### src/hw/rtl/bmssc_pkg.sv
// Shared types, constants and helpers for the bounded subarray-sum counter.
package bmssc_pkg;

    localparam int SEGMENT_DEPTH = 256;
    localparam int ELEM_W        = 32;
    localparam int TARGET_W      = 40;
    localparam int TALLY_W       = 48;
    localparam int FILL_W        = $clog2(SEGMENT_DEPTH + 1);
    localparam int HITS_W        = $clog2(SEGMENT_DEPTH + 2);
    localparam int PREFIX_W      = ELEM_W + FILL_W;
    localparam int WANT_W        = ((PREFIX_W > TARGET_W) ? PREFIX_W : TARGET_W) + 1;
    localparam int CFG_INDEX_W   = 1;

    localparam logic [CFG_INDEX_W-1:0] CFG_TARGET_SUM = 1'd0;
    localparam logic [CFG_INDEX_W-1:0] CFG_MAX_BOUND  = 1'd1;

    typedef struct packed {
        logic signed [ELEM_W-1:0] element_value;
        logic                     is_final;
    } in_item_t;

    typedef struct packed {
        logic [TALLY_W-1:0] match_count;
        logic               segment_overflow;
    } out_item_t;

    // Token that walks the cell chain, carrying the running match count.
    typedef struct packed {
        logic              tok;
        logic [HITS_W-1:0] hits;
    } tok_t;

    function automatic logic [WANT_W-1:0] sext_prefix(input logic [PREFIX_W-1:0] x);
        return {{(WANT_W - PREFIX_W){x[PREFIX_W-1]}}, x};
    endfunction

    function automatic logic [WANT_W-1:0] sext_target(input logic [TARGET_W-1:0] x);
        return {{(WANT_W - TARGET_W){x[TARGET_W-1]}}, x};
    endfunction

endpackage

### src/hw/rtl/bmssc_cell.sv
// One cell of the prefix chain: a stored prefix, its comparator and a token stage.
module bmssc_cell (
    input  logic                                 clk,
    input  logic                                 rst_n,
    input  logic                                 shift_en,
    input  logic        [bmssc_pkg::PREFIX_W-1:0] shift_in,
    output logic        [bmssc_pkg::PREFIX_W-1:0] shift_out,
    input  logic        [bmssc_pkg::WANT_W-1:0]   want,
    input  logic                                 live,
    input  bmssc_pkg::tok_t                      tok_in,
    output bmssc_pkg::tok_t                      tok_out
);

    logic [bmssc_pkg::PREFIX_W-1:0] prefix_reg;
    logic                           tok_reg;
    logic [bmssc_pkg::HITS_W-1:0]   hits_reg;
    logic [bmssc_pkg::HITS_W-1:0]   hits_next;
    logic                           match;

    // The stored prefix only counts when this cell lies below the fill level.
    assign match     = live && (bmssc_pkg::sext_prefix(prefix_reg) == want);
    assign hits_next = tok_in.hits + bmssc_pkg::HITS_W'(tok_in.tok && match);

    always_ff @(posedge clk)
    begin
        if (shift_en)
        begin
            prefix_reg <= shift_in;
        end
        hits_reg <= hits_next;
    end

    always_ff @(posedge clk or negedge rst_n)
    begin
        if (!rst_n)
        begin
            tok_reg <= 1'b0;
        end
        else
        begin
            tok_reg <= tok_in.tok;
        end
    end

    assign shift_out    = prefix_reg;
    assign tok_out.tok  = tok_reg;
    assign tok_out.hits = hits_reg;

endmodule

### config.mk
export PLATFORM = sky130hd
export DESIGN_NAME = bmssc_cell
export DESIGN_NICKNAME = d
export VERILOG_FILES = /design/src/hw/rtl/bmssc_pkg.sv /design/src/hw/rtl/bmssc_cell.sv
export SDC_FILE = /design/constraint.sdc
export NUM_CORES = 1
export LEC_CHECK = 0
export ABC_AREA = 1
export BUFFER_PORTS_ARGS = -buffer_cell sky130_fd_sc_hd__buf_2
export CORE_ASPECT_RATIO = 1.1
export CORE_MARGIN = 2
export CORE_UTILIZATION = 40
export DETAILED_ROUTE_END_ITERATION = 10
export PLACE_DENSITY_LB_ADDON = 0.12
export RECOVER_POWER = 50
export SLEW_MARGIN = 20
export SYNTH_ARGS = -nofsm -noshare
export SYNTH_HDL_FRONTEND = slang
export SYNTH_SLANG_ARGS = --single-unit
### constraint.sdc
create_clock -name clk -period 2.59 [get_ports clk]
set_input_delay 0.1295 -clock clk [delete_from_list [all_inputs] [get_ports clk]]
set_output_delay 0.1295 -clock clk [all_outputs]
set_load 0.01 [all_outputs]
After elaboration in Yosys (flattened, before gate mapping)
Cells that the tools add are included.
- word-level logic and storage cells: 7
- output and inout bits: 51
- memories kept: 0
- latch bits: 0
- memory bits (read-only): 0
- bits in registers: 51
- RAM bits: 0
- multipliers: 0
- divide/modulo/power cells: 0
- bitwise gates (word level): 0
- muxes and demuxes: 0
- reduce and logical (&&, ||, !) cells: 2
- shift operators: 0
- magnitude comparators: 0
- equal/unequal tests: 1
- $add $sub $neg: 1
- operators by type and width (cell ; number):
    $eq A42 B42 Y1 ; 1
    $add A9 B1 Y9 ; 1
    $logic_and A1 B1 Y1 ; 2

Longest topological paths before layout
- depth in word-level cells: 4
- mapped depth: 14

Worst setup path after synthesis
Ideal clock, no wire load.
- path kind: reg-to-reg
- from: register prefix_reg, in the netlist shift_out[0]
- to: register hits_reg[8] (netlist name)
- path slack: 591 ps
- path buffers: 0
- setup time: 118 ps
- cell stages (with the launch flop): 14
- data arrival time: 1881 ps
- path through: edfxtp_1 -> nand2_1 -> o21ai_0 -> nor2_1 -> nand2_1 -> nor2_1 -> nand2_1 -> nor3_1 -> ha_1 -> ha_1 -> nand3_2 -> nor3b_2 -> nand3_1 -> xnor2_1
- longest elaborated chain between the ends: 4
- ends and longest elaborated chain (what ; RTL line ; RTL):
    start, declared ; bmssc_cell.sv:14 ; logic [bmssc_pkg::PREFIX_W-1:0] prefix_reg;
    start signal, assigned ; bmssc_cell.sv:28 ; prefix_reg <= shift_in;
    $eq A42 B42 Y1 ; bmssc_cell.sv:21 ; assign match = live && (bmssc_pkg::sext_prefix(prefix_reg) == want);
    $logic_and A1 B1 Y1 ; bmssc_cell.sv:21 ;
    $logic_and A1 B1 Y1 ; bmssc_cell.sv:22 ; assign hits_next = tok_in.hits + bmssc_pkg::HITS_W'(tok_in.tok && match);
    $add A9 B1 Y9 ; bmssc_cell.sv:22 ;
    named net hits_next, one bit ; bmssc_cell.sv:17 ; logic [bmssc_pkg::HITS_W-1:0] hits_next;
    end signal, assigned ; bmssc_cell.sv:30 ; hits_reg <= hits_next;
    end, declared ; bmssc_cell.sv:16 ; logic [bmssc_pkg::HITS_W-1:0] hits_reg;
The timed path passes the listed nets, and every way through them passes these cells.
A chain may end at the register's enable or synchronous reset.

Worst setup path after layout
- from: input port tok_in[9] (netlist name)
- to: register hits_reg[8] (netlist name)
- longest elaborated chain between the ends: 2
- ends and longest elaborated chain (what ; RTL line ; RTL):
    start, declared ; bmssc_cell.sv:10 ; input bmssc_pkg::tok_t tok_in,
    $logic_and A1 B1 Y1 ; bmssc_cell.sv:22 ;
    $add A9 B1 Y9 ; bmssc_cell.sv:22 ;
    named net hits_next, one bit ; bmssc_cell.sv:17 ;
The timed path passes the listed nets, and every way through them passes these cells.

==> results.yml <==
routing:
  vias: 2152
  drt_wl_total_um: 5700
  drtIter0Drc: 31
  wl_per_cell_um: 11.0
  firstDrtPassIters: 4
  ant_nets: 0
  post-route-drc-count: 0
  vias_per_cell: 4.15
place:
  placedCellCount: 477
  port_buffers: 147
  dp_hpwl_um: 4300
  gp_congestion: 0.740
sta:
  hold_violations: 0
  fin_crit_sh_pct: 85.6
  relSlewSlack_pct: -47.4
  rsz0062_at_grt: "false"
  clock_skew_ns: 0.00723
  finalSetupViolations: 0
  min_period_ns: 2.22
  worstMarginPinSlew_ns: 2.21
  fin_tns_setup_ns: 0
  final_max_slew_viol_count: 42
  max_freq_ghz: 0.451
global_route:
  grt_pass1_wl_um: 9000
  grt_util_met2_pct: 33.6
  antenna_found_initial: 0
  gr-usage-all-layers_pct: 17.7
  grt_max_degree: 42
  grt_overflow: 0
  use_met1_pct: 18.1
  grt_pass1_vias: 2170
  top_usage_layer: "met2"
  grtUsageMet3_pct: 5.59
logic_synthesis:
  synthTopCellsByArea: "edfxtp_1, nand2_1, inv_1, dfxtp_1, nor2_1"
  synth_cells: 254
  synth.distinct_cells: 16
  yosysTopAreaCell: "edfxtp_1"
  ys_ff_latch: 51
  syn-num-nets: 353
  yosys_warnings: 0
  syn_area_per_cell_um2: 9.21
  async_flop_share_pct: 1.96
  synth_edf_count: 41
  synth-seq-area-share_pct: 61.4
  synth_ff_type: "edfxtp_1"
  syn-cell-area_um2: 2340
  yosysTopAreaCellShare_pct: 52.6
layout:
  final_cell_mix: "buf_2, nand2_1, inv_1, edfxtp_1, dlygate4sd3_1"
  drive_gt1_share_pct: 32.8
  largest_register_ffs: 41
  diodes: 0
  area_growth_pct: 53.6
  nNetsFinal: 540
  fin_cells: 519
  final_common_cell: "buf_2"
die:
  design.die.area_um2: 6470
  die_x_um: 76.9
  die_h_um: 84.2
  fp-row-count: 29
  core-area_um2: 5700
  initial_core_util_pct: 41.0
  io_pins: 148
cts:
  cts_root_buf: "clkbuf_8"
  clkSinkCount: 51
  clk_pin_slew_ns: 0.09
  cts_buffers: 5
  tritoncts: "yes"
  insertion_delay_ns: 0.30
  h-tree-depth: 2
  clockBufferDepth: 2
setup_path:
  worstSetupPathType: "in2reg"
  ff2ff_setup_slack_ns: 0.39
  crit_path_start_kind: "input port"
  r2r-end: "hits_reg[8]$_DFF_P_"
  worst_ep_required_time_ns: 2.79
  cp_data_arrival_time_ns: 2.41
  timing.rr.start: "shift_out[7]$_DFFE_PP_"
  crit_fanout: 2
  reg2reg_depth: 14
  cp-end-kind: "register"
min_path:
  whs_endpoint: "shift_out[15]$_DFFE_PP_"
  holdCritPathClass: "in2reg"
  min_path_cells: 1
  min_from: "shift_in[15]"
power:
  p_leak_nw: 1.85
  power.density_nw_per_um2: 505
  ir_worst_vdd_mv: 0.376
run:
  drv_cap: 1
status:
  outcome: "complete, but fails checks"
  violations: "max-capacitance violations, max-slew violations"
-- what timing repair did --
action | 4_1_cts | 5_1_grt
endpoints found under the hold margin | 30 | 4
endpoints found under the setup margin | 0 | 0
setup buffers | 0 | 0
resized for setup | 0 | 0
hold buffers | 30 | 4
-- synth_stat cells, types with 2 or more instances --
cell,number
dfxtp_1,9
edfxtp_1,41
ha_1,2
inv_1,53
nand2_1,84
nand3_1,5
nor2_1,24
o21ai_0,16
xnor2_1,8
xor2_1,6
-- worst max-delay path, stage by stage --
cell,delay [ns]
dlygate4sd3_1,0.53
buf_2,0.11
nand2_1,0.04
inv_1,0.04
nand2_1,0.04
nor2_1,0.10
nand2_1,0.07
nor2_1,0.10
nand2_1,0.08
nor3_1,0.17
ha_1,0.21
ha_1,0.21
nand3_2,0.11
nor3b_2,0.21
nand3_1,0.12
xnor2_1,0.14
-- final cells by class --
class,count,area (um2)
clock buffers,8,101
well taps,77,96.3
multi-input cells,149,696
fillers,527,2110
flip-flops and latches,51,1440
repair buffers,181,1060
inverters,53,199
-- power breakdown --
group	internal [mW]	switching [mW]	leakage, nW
Combinational	0.167	0.157	1.31
Sequential	0.954	0.0342	0.489
Clock	0.251	0.250	0.0506
Total	1.37	0.441	1.85
-- per-layer routing --
metal | share of wire, % | vias to the layer above
met5 | 0 | -
met4 | 1.4 | 0
met3 | 8.0 | 6
met2 | 52 | 81
met1 | 38 | 914
li1 | - | 1151
-- cell families after synthesis --
| group | share of synthesized area [%] |
|---|---|
| buffers and inverters | 8.83 |
| adders and majority gates | 1.07 |
| xor gates and xnor gates | 5.24 |
| and+or+nand+nor | 20.0 |
| AOI/OAI and AO/OA | 3.42 |
| DFF | 61.4 |
-- stage by stage --
| step | cell area, um2 | util (%) | power (mW) | setup WS, ns | hold slack [ns] |
|---|---|---|---|---|---|
| floorplan | 2340 | - | 1.13 | 0.591 | -0.166 |
| finish | 3590 | 63.0 | 1.81 | 0.372 | 0.0115 |
| CTS | 3560 | 62.6 | 1.83 | 0.354 | 0.000158 |
| detailed placement | 3160 | 55.5 | 1.30 | 0.368 | -0.0936 |
| global placement | 3160 | 55.5 | 1.29 | 0.419 | -0.0954 |
| global route | 3590 | 63.0 | 1.90 | 0.0620 | 0.000363 |
-- how the worst max path moves through the flow --
stage	start	end	cells after the start
after global placement	shift_out[0]$_DFFE_PP_	hits_reg[8]$_DFF_P_	13
after CTS	shift_out[0]$_DFFE_PP_	hits_reg[8]$_DFF_P_	13
after floorplan	shift_out[0]$_DFFE_PP_	hits_reg[8]$_DFF_P_	13
after global routing	tok_in[9]	hits_reg[8]$_DFF_P_	16
after detailed placement	shift_out[0]$_DFFE_PP_	hits_reg[8]$_DFF_P_	13
final	tok_in[9]	hits_reg[8]$_DFF_P_	16
Power figures use the tool's default switching activity.
